===== config.mk =====
export PLATFORM = sky130hd
export DESIGN_NAME = gregorian_date_arithmetic_unit
export DESIGN_NICKNAME = d
export VERILOG_FILES = /design/src/gda_pkg.sv /design/src/gda_step.sv /design/src/gregorian_date_arithmetic_unit.sv
export SDC_FILE = /design/constraint.sdc
export NUM_CORES = 1
export LEC_CHECK = 0
export ABC_AREA = 1
export ABC_CLOCK_PERIOD_IN_PS = 4800
export BUFFER_PORTS_ARGS = -buffer_cell sky130_fd_sc_hd__buf_2
export CAP_MARGIN = 25
export CORE_MARGIN = 4
export CORE_UTILIZATION = 30
export DETAILED_ROUTE_END_ITERATION = 16
export GPL_ROUTABILITY_DRIVEN = 0
export SKIP_LAST_GASP = 1
export SLEW_MARGIN = 20
export SYNTH_ARGS = -nofsm -noshare
export SYNTH_HDL_FRONTEND = slang
export SYNTH_HIERARCHICAL = 1
export SYNTH_SLANG_ARGS = --single-unit

===== constraint.sdc =====
create_clock -name clk -period 4.8 [get_ports clk]
set_input_delay 0.96 -clock clk [delete_from_list [all_inputs] [get_ports clk]]
set_output_delay 0.96 -clock clk [all_outputs]
set_load 0.03 [all_outputs]

===== src/gda_pkg.sv =====
`timescale 1ns / 1ps
// gda_pkg: shared types, constants and calendar helpers for the date unit
// used by gda_step and gregorian_date_arithmetic_unit; no dependencies

package gda_pkg;

  // field widths
  localparam int YEAR_W   = 14;
  localparam int MONTH_W  = 4;
  localparam int DAY_W    = 5;
  localparam int ACTION_W = 3;

  // number of offset bits taken from the day_offset field
  localparam int OFFSET_WIDTH = 16;

  // held year limits
  localparam int MIN_YEAR = 1900;
  localparam int MAX_YEAR = 9999;

  // month codes and lengths that need naming
  localparam logic [MONTH_W-1:0] JAN = 4'd1;
  localparam logic [MONTH_W-1:0] FEB = 4'd2;
  localparam logic [MONTH_W-1:0] DEC = 4'd12;
  localparam logic [DAY_W-1:0]   LEAP_FEB_LEN = 5'd29;
  localparam logic [DAY_W-1:0]   DEC_LEN      = 5'd31;

  // floor(y / 100) as (y * RECIP_100) >> RECIP_SHIFT, exact for any 14-bit year
  localparam int RECIP_100   = 5243;
  localparam int RECIP_SHIFT = 19;
  localparam int RECIP_W     = 13;
  localparam int PROD_W      = YEAR_W + RECIP_W;
  localparam int QUOT_W      = PROD_W - RECIP_SHIFT;

  // action codes
  typedef enum logic [ACTION_W-1:0] {
    ACT_SET  = 3'd0,
    ACT_NEXT = 3'd1,
    ACT_PREV = 3'd2,
    ACT_ADD  = 3'd3,
    ACT_CMP  = 3'd4
  } action_t;

  // month lengths in a common year, zero for codes that are no month
  localparam logic [DAY_W-1:0] MONTH_LEN [16] = '{
    5'd0, 5'd31, 5'd28, 5'd31, 5'd30, 5'd31, 5'd30, 5'd31,
    5'd31, 5'd30, 5'd31, 5'd30, 5'd31, 5'd0, 5'd0, 5'd0
  };

  // request to the month step unit
  typedef struct packed {
    logic [YEAR_W-1:0]       year;
    logic [MONTH_W-1:0]      month;
    logic [DAY_W-1:0]        day;
    logic [OFFSET_WIDTH-1:0] rem;
    logic                    back;
    logic                    leap;
  } step_req_t;

  // outcome of one month step
  typedef struct packed {
    logic [YEAR_W-1:0]       year;
    logic [MONTH_W-1:0]      month;
    logic [DAY_W-1:0]        day;
    logic [OFFSET_WIDTH-1:0] rem;
    logic                    done;
    logic                    sat;
    logic                    year_chg;
  } step_res_t;

  // length of a month given the leap flag of its year
  function automatic logic [DAY_W-1:0] days_in(input logic [MONTH_W-1:0] month,
                                               input logic leap);
    logic [DAY_W-1:0] len;
    len = MONTH_LEN[month];
    if (month == FEB && leap) len = LEAP_FEB_LEN;
    return len;
  endfunction

endpackage


===== src/gda_step.sv =====
`timescale 1ns / 1ps
// gda_step: shared month step unit, moves a date by up to one month per use
// depends on gda_pkg

module gda_step (
  input  gda_pkg::step_req_t req,
  output gda_pkg::step_res_t res
);

  logic [gda_pkg::DAY_W-1:0]        mlen;
  logic [gda_pkg::DAY_W-1:0]        left;
  logic [gda_pkg::DAY_W-1:0]        prev_len;
  logic [gda_pkg::MONTH_W-1:0]      prev_month;
  logic                             at_top;
  logic                             at_bottom;

  assign mlen       = gda_pkg::days_in(req.month, req.leap);
  assign left       = mlen - req.day;
  assign prev_month = req.month - 4'd1;
  assign prev_len   = gda_pkg::days_in(prev_month, req.leap);
  assign at_top     = (req.year == gda_pkg::YEAR_W'(gda_pkg::MAX_YEAR)) &&
                      (req.month == gda_pkg::DEC);
  assign at_bottom  = (req.year == gda_pkg::YEAR_W'(gda_pkg::MIN_YEAR)) &&
                      (req.month == gda_pkg::JAN);

  // one step: finish inside this month, saturate, or cross into the neighbour
  always_comb begin
    res          = '0;
    res.year     = req.year;
    res.month    = req.month;
    res.day      = req.day;
    res.rem      = req.rem;
    if (!req.back) begin
      if (req.rem <= gda_pkg::OFFSET_WIDTH'(left)) begin
        res.day  = req.day + req.rem[gda_pkg::DAY_W-1:0];
        res.rem  = '0;
        res.done = 1'b1;
      end else if (at_top) begin
        res.day  = gda_pkg::DEC_LEN;
        res.rem  = '0;
        res.done = 1'b1;
        res.sat  = 1'b1;
      end else begin
        // land on the first of the next month
        res.rem = req.rem - gda_pkg::OFFSET_WIDTH'(left) - 1'b1;
        res.day = 5'd1;
        if (req.month == gda_pkg::DEC) begin
          res.month    = gda_pkg::JAN;
          res.year     = req.year + 1'b1;
          res.year_chg = 1'b1;
        end else begin
          res.month = req.month + 1'b1;
        end
      end
    end else begin
      if (req.rem < gda_pkg::OFFSET_WIDTH'(req.day)) begin
        res.day  = req.day - req.rem[gda_pkg::DAY_W-1:0];
        res.rem  = '0;
        res.done = 1'b1;
      end else if (at_bottom) begin
        res.day  = 5'd1;
        res.rem  = '0;
        res.done = 1'b1;
        res.sat  = 1'b1;
      end else begin
        // land on the last day of the previous month
        res.rem = req.rem - gda_pkg::OFFSET_WIDTH'(req.day);
        if (req.month == gda_pkg::JAN) begin
          res.month    = gda_pkg::DEC;
          res.day      = gda_pkg::DEC_LEN;
          res.year     = req.year - 1'b1;
          res.year_chg = 1'b1;
        end else begin
          res.month = prev_month;
          res.day   = prev_len;
        end
      end
    end
  end

endmodule


===== src/gregorian_date_arithmetic_unit.sv =====
`timescale 1ns / 1ps
// gregorian_date_arithmetic_unit: top level, sequencer, held date and output register
// depends on gda_pkg and gda_step

// Holds one Gregorian date and runs one action per input word: set, next day,
// previous day, add a signed day offset, or compare. One word is worked on at a
// time; s_tready is high only while the sequencer is idle, and a finished result
// sits in the output register so the next word can be taken while it waits.
// Compare and unused action codes go from S_EXEC straight to S_DONE; set passes
// S_LEAP_Q, S_LEAP_F and S_SET; day steps and offset adds pass the leap states, then
// S_WALK, where the shared month step unit crosses one month per step and each
// year boundary crossed returns to the leap states (the leap flag of the new year
// is worked out in two steps, S_LEAP_Q and S_LEAP_F, by a reciprocal multiply).

module gregorian_date_arithmetic_unit (
  input  logic        clk,
  input  logic        rst,
  input  logic        s_tvalid,
  output logic        s_tready,
  input  logic [39:0] s_tdata,  // in_year[13:0], in_month[17:14], in_day[22:18],
                                // day_offset[38:23], zero fill[39]
  input  logic [2:0]  s_tuser,  // action[2:0]
  output logic        m_tvalid,
  input  logic        m_tready,
  output logic [23:0] m_tdata,  // out_year[13:0], out_month[17:14], out_day[22:18],
                                // zero fill[23]
  output logic [4:0]  m_tuser   // is_greater[0], is_equal[1], is_less[2],
                                // rejected[3], range_flag[4]
);

  typedef enum logic [6:0] {
    S_IDLE   = 7'b0000001,
    S_EXEC   = 7'b0000010,
    S_LEAP_Q = 7'b0000100,
    S_LEAP_F = 7'b0001000,
    S_SET    = 7'b0010000,
    S_WALK   = 7'b0100000,
    S_DONE   = 7'b1000000
  } state_t;

  state_t state;

  // held date
  logic [gda_pkg::YEAR_W-1:0]  year_reg;
  logic [gda_pkg::MONTH_W-1:0] month_reg;
  logic [gda_pkg::DAY_W-1:0]   day_reg;

  // latched input word
  logic [gda_pkg::ACTION_W-1:0]     act_r;
  logic [gda_pkg::YEAR_W-1:0]       in_year_r;
  logic [gda_pkg::MONTH_W-1:0]      in_month_r;
  logic [gda_pkg::DAY_W-1:0]        in_day_r;
  logic [gda_pkg::OFFSET_WIDTH-1:0] off_r;

  // walk state and flags
  logic [gda_pkg::OFFSET_WIDTH-1:0] rem;
  logic                             back;
  logic [gda_pkg::QUOT_W-1:0]       quot;
  logic                             leap;
  logic                             gt;
  logic                             eq;
  logic                             lt;
  logic                             rej;
  logic                             rf;

  logic [gda_pkg::YEAR_W-1:0]  leap_year;
  logic [gda_pkg::PROD_W-1:0]  prod;
  logic [gda_pkg::YEAR_W-1:0]  hundreds;
  logic                        div100;
  logic                        set_ok;
  logic                        load_out;
  logic [22:0]                 held_cat;
  logic [22:0]                 in_cat;
  gda_pkg::step_req_t          step_req;
  gda_pkg::step_res_t          step_res;

  assign s_tready = (state == S_IDLE);
  assign load_out = (state == S_DONE) && (!m_tvalid || m_tready);

  // leap test: the year a set names, otherwise the held one
  assign leap_year = (act_r == gda_pkg::ACT_SET) ? in_year_r : year_reg;
  assign prod      = gda_pkg::PROD_W'(leap_year) * gda_pkg::PROD_W'(gda_pkg::RECIP_100);
  assign hundreds  = (gda_pkg::YEAR_W'(quot) << 6) + (gda_pkg::YEAR_W'(quot) << 5) +
                     (gda_pkg::YEAR_W'(quot) << 2);
  assign div100    = (hundreds == leap_year);

  // validity of a set
  assign set_ok = (in_year_r >= gda_pkg::YEAR_W'(gda_pkg::MIN_YEAR)) &&
                  (in_year_r <= gda_pkg::YEAR_W'(gda_pkg::MAX_YEAR)) &&
                  (in_month_r >= gda_pkg::JAN) && (in_month_r <= gda_pkg::DEC) &&
                  (in_day_r != '0) &&
                  (in_day_r <= gda_pkg::days_in(in_month_r, leap));

  // compare orders by year, then month, then day
  assign held_cat = {year_reg, month_reg, day_reg};
  assign in_cat   = {in_year_r, in_month_r, in_day_r};

  // shared month step unit
  assign step_req.year  = year_reg;
  assign step_req.month = month_reg;
  assign step_req.day   = day_reg;
  assign step_req.rem   = rem;
  assign step_req.back  = back;
  assign step_req.leap  = leap;

  gda_step u_step (
    .req (step_req),
    .res (step_res)
  );

  // sequencer, held date and output valid
  always_ff @(posedge clk) begin
    if (rst) begin
      state     <= S_IDLE;
      year_reg  <= gda_pkg::YEAR_W'(gda_pkg::MIN_YEAR);
      month_reg <= gda_pkg::JAN;
      day_reg   <= 5'd1;
      m_tvalid  <= 1'b0;
    end else begin
      case (state)
        S_IDLE: begin
          if (s_tvalid) state <= S_EXEC;
        end
        S_EXEC: begin
          case (act_r)
            gda_pkg::ACT_SET, gda_pkg::ACT_NEXT, gda_pkg::ACT_PREV,
            gda_pkg::ACT_ADD: state <= S_LEAP_Q;
            default:          state <= S_DONE;
          endcase
        end
        S_LEAP_Q: state <= S_LEAP_F;
        S_LEAP_F: begin
          if (act_r == gda_pkg::ACT_SET) state <= S_SET;
          else                           state <= S_WALK;
        end
        S_SET: begin
          if (set_ok) begin
            year_reg  <= in_year_r;
            month_reg <= in_month_r;
            day_reg   <= in_day_r;
          end
          state <= S_DONE;
        end
        S_WALK: begin
          year_reg  <= step_res.year;
          month_reg <= step_res.month;
          day_reg   <= step_res.day;
          if (step_res.done)          state <= S_DONE;
          else if (step_res.year_chg) state <= S_LEAP_Q;
        end
        S_DONE: begin
          if (load_out) state <= S_IDLE;
        end
        default: state <= S_IDLE;
      endcase
      if (load_out)      m_tvalid <= 1'b1;
      else if (m_tready) m_tvalid <= 1'b0;
    end
  end

  // payload: latched word, walk counter, leap flag, result flags, output word
  always_ff @(posedge clk) begin
    case (state)
      S_IDLE: begin
        if (s_tvalid) begin
          act_r      <= s_tuser;
          in_year_r  <= s_tdata[13:0];
          in_month_r <= s_tdata[17:14];
          in_day_r   <= s_tdata[22:18];
          off_r      <= s_tdata[38:23];
        end
      end
      S_EXEC: begin
        gt  <= 1'b0;
        eq  <= 1'b0;
        lt  <= 1'b0;
        rej <= 1'b0;
        rf  <= 1'b0;
        case (act_r)
          gda_pkg::ACT_NEXT: begin
            rem  <= gda_pkg::OFFSET_WIDTH'(1);
            back <= 1'b0;
          end
          gda_pkg::ACT_PREV: begin
            rem  <= gda_pkg::OFFSET_WIDTH'(1);
            back <= 1'b1;
          end
          gda_pkg::ACT_ADD: begin
            back <= off_r[gda_pkg::OFFSET_WIDTH-1];
            rem  <= off_r[gda_pkg::OFFSET_WIDTH-1] ? (~off_r + 1'b1) : off_r;
          end
          gda_pkg::ACT_CMP: begin
            gt <= (held_cat > in_cat);
            eq <= (held_cat == in_cat);
            lt <= (held_cat < in_cat);
          end
          default: ;
        endcase
      end
      S_LEAP_Q: quot <= prod[gda_pkg::PROD_W-1:gda_pkg::RECIP_SHIFT];
      S_LEAP_F: leap <= (leap_year[1:0] == 2'b00 && !div100) ||
                        (div100 && leap_year[3:0] == 4'b0000);
      S_SET:    rej  <= !set_ok;
      S_WALK: begin
        rem <= step_res.rem;
        if (step_res.done) rf <= step_res.sat;
      end
      S_DONE: begin
        if (load_out) begin
          m_tdata <= {1'b0, day_reg, month_reg, year_reg};
          m_tuser <= {rf, rej, lt, eq, gt};
        end
      end
      default: ;
    endcase
  end

`ifndef SYNTHESIS
  a_held_valid: assert property (@(posedge clk) disable iff (rst)
    (month_reg >= gda_pkg::JAN) && (month_reg <= gda_pkg::DEC) && (day_reg != '0))
    else $error("held date has an impossible month or day");

  a_out_year: assert property (@(posedge clk) disable iff (rst)
    m_tvalid |-> (m_tdata[13:0] >= gda_pkg::YEAR_W'(gda_pkg::MIN_YEAR)) &&
                 (m_tdata[13:0] <= gda_pkg::YEAR_W'(gda_pkg::MAX_YEAR)))
    else $error("result year outside the held range");

  a_cmp_flags: assert property (@(posedge clk) disable iff (rst)
    m_tvalid |-> $onehot0(m_tuser[2:0]))
    else $error("more than one compare flag set");

  a_flag_mix: assert property (@(posedge clk) disable iff (rst)
    m_tvalid |-> !(m_tuser[3] && m_tuser[4]) &&
                 !((m_tuser[3] || m_tuser[4]) && (m_tuser[2:0] != 3'b000)))
    else $error("flags of different actions set together");

  a_accept: assert property (@(posedge clk) disable iff (rst)
    (s_tvalid && s_tready) |=> (state == S_EXEC))
    else $error("accepted word did not start the sequencer");
`endif

endmodule

Word level (Yosys, flattened, before mapping)
Memories as Yosys holds them, arrays and structs flattened.
Cells that the tools add are included.
{"block": "word_totals", "register_bits": 132, "rom_bits": 240, "input_bits": 47, "out_inout_bits": 31, "wordCells": 177, "memories": 3}
{"memory": "(name not given)", "words": 16, "width": 5, "read_ports": 1, "rd_ports_with_merged_regs": 0, "write_ports": 0, "line_no": "gda_pkg.sv:74", "text": "len = MONTH_LEN[month];"}
{"memory": "(name not given)", "words": 16, "width": 5, "read_ports": 1, "rd_ports_with_merged_regs": 0, "write_ports": 0, "line_no": "gda_pkg.sv:74"}
{"memory": "(name not given)", "words": 16, "width": 5, "read_ports": 1, "rd_ports_with_merged_regs": 0, "write_ports": 0, "line_no": "gda_pkg.sv:74"}
{"block": "classes", "add_sub_neg": 13, "multipliers": 1, "order_cmp": 12, "n_eq_ne": 32, "n_mux": 53, "n_bitwise": 4, "reduce_logical": 38}
{"op": "$mux W18", "n": 4}
{"op": "$pmux W16 S2", "n": 2}
{"op": "$mux W14", "n": 4}
{"op": "$mux W5", "n": 10}
{"op": "$pmux W7 S7", "n": 1}
{"op": "$mux W22", "n": 2}
{"op": "$mux W21", "n": 2}
{"op": "$mux W42", "n": 1}
{"op": "$mux W7", "n": 5}
{"op": "$sub A16 B5 Y16", "n": 2}
{"op": "$pmux W14 S2", "n": 1}
{"op": "$mul A14 B13 Y27 const B", "n": 1}
{"op": "$eq A23 B23 Y1", "n": 1}
{"op": "$gt A23 B23 Y1", "n": 1}
{"op": "$lt A23 B23 Y1", "n": 1}
{"op": "$add A16 B1 Y16 const B", "n": 1}
{"op": "$le A16 B5 Y1", "n": 1}
{"op": "$lt A16 B5 Y1", "n": 1}
{"op": "$mux W16", "n": 1}
{"op": "$not A16 Y16", "n": 1}
{"op": "$sub A16 B1 Y16 const B", "n": 1}
{"op": "$ge A5 B5 Y1 const B", "n": 3}
{"op": "$ne A3 B3 Y1 const B", "n": 5}
{"op": "$not A4 Y5", "n": 3}
{"op": "55 further kinds", "n": 98}

Depth between registers and ports, before layout
{"block": "logic_depth", "ltp_word": 14, "mapped_depth": 29, "depth_no_buf": 28}

Hierarchy
Netlist, hierarchy kept.
{"mod": "gregorian_date_arithmetic_unit", "n_inst": 1, "cells_each": 1323, "area_each_um2": 11029.3, "seq_area_each_um2": 3653.5}
{"mod": "gda_step", "n_inst": 1, "cells_each": 677, "area_each_um2": 3603.5, "seq_area_each_um2": 0.0}

Worst setup path after synthesis
Ideal clock, no wire load.
{"block": "synth_timing", "path_kind": "flip-flop to flip-flop", "from": "reg act_r[0] in the netlist's numbering", "to": "reg quot[2] in the netlist's numbering, data pin", "setup_time_ps": 261, "arrival_ps": 4650, "required_ps": 4539, "slack_ps": -111, "path_stages_with_launch": 23, "path_buffers": 1, "period_less_slack_ps": 4911, "cell_sequence": "edfxtp_1 -> nor2_4 -> nand2_4 -> buf_6 -> nand2_1 -> nand2_1 -> inv_1 -> fa_1 -> ha_1 -> inv_1 -> fa_1 -> inv_1 -> fa_1 -> inv_1 -> fa_1 -> inv_1 -> ha_1 -> a21oi_1 -> a21boi_0 -> nor2_1 -> nor2_1 -> nand3_1 -> xor2_1"}
{"block": "synth_via", "elab_chain_len": 3}
{"element": "from (decl)", "line_no": "gregorian_date_arithmetic_unit.sv:49", "text": "logic [gda_pkg::ACTION_W-1:0] act_r;"}
{"element": "from (signal assigned)", "line_no": "gregorian_date_arithmetic_unit.sv:166", "text": "act_r <= s_tuser;"}
{"element": "$logic_not A3 Y1", "line_no": "gregorian_date_arithmetic_unit.sv:81", "text": "assign leap_year = (act_r == gda_pkg::ACT_SET) ? in_year_r : year_reg;"}
{"element": "$mux W14", "line_no": "gregorian_date_arithmetic_unit.sv:81"}
{"element": "$mul A14 B13 Y27", "line_no": "gregorian_date_arithmetic_unit.sv:82", "text": "assign prod = gda_pkg::PROD_W'(leap_year) * gda_pkg::PROD_W'(gda_pkg::RECIP_100);"}
{"element": "via prod (one bit)", "line_no": "gregorian_date_arithmetic_unit.sv:67", "text": "logic [gda_pkg::PROD_W-1:0] prod;"}
{"element": "to (signal assigned)", "line_no": "gregorian_date_arithmetic_unit.sv:200", "text": "S_LEAP_Q: quot <= prod[gda_pkg::PROD_W-1:gda_pkg::RECIP_SHIFT];"}
{"element": "to (decl)", "line_no": "gregorian_date_arithmetic_unit.sv:58", "text": "logic [gda_pkg::QUOT_W-1:0] quot;"}
The timed path passes the listed nets, and every way through them passes these cells.
A chain may end at the register's enable or synchronous reset.

Final worst setup path
{"block": "layout_timing", "from": "reg act_r[1] in the netlist's numbering", "to": "reg quot[4] in the netlist's numbering, data pin"}
Same word-level chain as after synthesis.

==> results.toml <==
[timing]
fmax_mhz = 203
tns_ns = -0.327
worstMarginPinSlew_ns = 0.845
setup_viol = 6
skew_ns = 0.00859
drv_slew = 0
rsz0062_at_grt = "yes"
slew_headroom = 0.432
layout_setup_ws_ns = -0.124
hold_viol = 0
fin_crit_sh = 1.03
finalCriticalPeriod_ns = 4.92

[final_layout]
fin_nets = 2486
reg.largest.list = "m_tdata x23, off_r x16, rem x16"
n_antenna_cell = 0
largest_reg_flops = 23
fin_util = 0.380
top_register = "m_tdata"
drive_above_1_share = 0.218
layout-area-overhead-vs-synth_pct = 24.6

[synthesis]
post_synth.cell_area_avg_um2 = 7.32
synth_ff_type = "edfxtp_1"
async_flop_share = 0
ys_ff_latch = 132
ys_types = 56
synth_cells = 2000
synth.area.top_cells = "edfxtp_1 (21%), ha_1 (14%), nand2_1 (13%), fa_1 (8.8%), inv_1 (7.9%)"
synth_edf_count = 101
syn_nets = 2278
yosysTopAreaCell = "edfxtp_1"
syn_area_um2 = 14600
yosysSeqAreaShare = 0.250
synth_most_common_cell = "nand2_1"
synth.top_cell.area_share = 0.207
yosysWarnings = 6
ys_top_cells_by_count = "nand2_1 (524), inv_1 (308), nand3_1 (187)"

[routing]
via_per_inst = 4.84
drtAntennaViolNets = 0
drt_iter0_drc = 995
vias = 13727
wl_mm = 42.1
drc = 0
first_pass_iters = 5
wl_per_cell_um = 14.9

[placed_design]
numPortBuffers = 75
dp_hpwl_mm = 34.0
pre_cts_slack_ns = -0.460

[floorplan]
die_h_um = 229
pin_count = 78
core_area_um2 = 47900
die_w_um = 229
dieArea_um2 = 52400
initial_core_util = 0.305
row_count = 80

[job]
max_cap_violations = 0

[clocking]
cts_tree = "yes"
cts.sinks = 132
cts_root_buffer = "clkbuf_16"
htreeDepth = 4
cts.clk_slew.worst_paths_ns = 0.06
cts_hold_buffers = 0
cts_buffer_depth = 2
cts_buffers = 17
insertion_delay_ns = 0.44

[global_route]
antenna_found_initial = 0
grt_usage = 0.157
grt_overflow_total = 0
grt_start_max_net_pins = 46
grt_pass1_wl_mm = 67.2
grt_pass1_vias = 13184

[critical_path]
worst_setup_path_start_kind = "flop"
end_kind = "flop"
crit_arrival_ns = 5.11
worstPathMaxFanout = 7
crit_required_ns = 4.99
path_class = "flop to flop"

[worst_hold_path]
min_path_type = "flop to flop"

[power_and_ir_drop]
peakVddDrop_v = 0.00145
p_leak_nw = 9.01
fin_total_pwr_mw = 11.5
power_density_nw_per_um2 = 628

[status]
violations = "setup timing"
outcome = "complete, but fails checks"
[final timing paths]
check | startpoint | end | slack [ns] | cells after the start
hold reg to reg | rej | m_tuser[3] | 0.42 | 0
setup reg to reg | act_r[1] | quot[4] | -0.12 | 20
setup / recovery | act_r[1] | quot[4] | -0.12 | 20
hold / removal | rej | m_tuser[3] | 0.42 | 0
[worst max-delay path, cell delays in order, from the launching register on]
cell	delay (ns)
edfxtp_1	0.42
nor2_4	0.15
buf_12	0.16
nand2_8	0.07
o21ai_4	0.25
buf_6	0.19
xnor2_4	0.12
inv_2	0.06
fa_2	0.56
fa_1	0.45
fa_1	0.53
inv_2	0.04
fa_1	0.49
inv_2	0.05
ha_4	0.23
a21o_1	0.20
a21oi_2	0.18
nand2_1	0.08
nand2_1	0.09
nand3_2	0.12
xor2_2	0.20
[final cells by class]
type / instances / area [um^2]
multi-input cells: 1497 / 10300
fillers: 4824 / 29700
flip-flops and latches: 132 / 3650
well taps: 615 / 769
clock inverters: 15 / 166
inverters: 320 / 1210
clock buffers: 17 / 425
repair buffers: 240 / 1700
[power breakdown]
group	leakage, nW	internal [mW]	switching (mW)
sequential	1.18	1.38	0.0762
combinational	7.54	3.79	4.88
clock	0.284	0.775	0.556
[per-layer routing]
metal / wire [um] / global-route usage / vias to the layer above
met5: 0 / 0 / -
met1: 19200 / 0.206 / 6391
met4: 1280 / 0.0552 / 0
met2: 20100 / 0.268 / 373
met3: 1560 / 0.0187 / 72
li1: - / - / 6891
[cell usage in the layout, fill, tap and decap left out, drive strengths merged, types with 23 or more instances in the layout]
cell type / n
ha: 167
nor3: 23
inv: 326
nor2: 196
edfxtp: 101
nand2: 537
nand3: 201
buf: 240
a21oi: 73
o21ai: 92
nand4: 38
dfxtp: 31
fa: 64
xor2: 39
[per-stage QoR]
step	hold slack, ns	cell area (um^2)	cells
2_1_floorplan	0.400	14600	2000
3_3_place_gp	0.411	16500	2780
3_5_place_dp	0.411	16600	2781
4_1_cts	0.424	17600	2822
5_1_grt	0.435	18200	2836
6_report	0.419	18200	2836
[kinds of logic after synthesis]
| kind of cell | Yosys count | synth area share |
|---|---|---|
| flip-flops | 132 | 0.250 |
| AO/OA/AOI/OAI | 194 | 0.0732 |
| adder cells (fa/ha/maj) | 231 | 0.230 |
| AND/OR/NAND/NOR | 1012 | 0.308 |
| XOR/XNOR | 58 | 0.0347 |
| buffers and inverters | 372 | 0.104 |
| other | 1 | 0.000256 |
[timing repair]
action                                  CTS  global route
endpoints found under the setup margin    8            24
cloned                                    1             0
pin swaps                                62            76
resized for setup                       102           113
setup buffers                             8            14
Note: power is estimated with default switching activity, not from simulation.
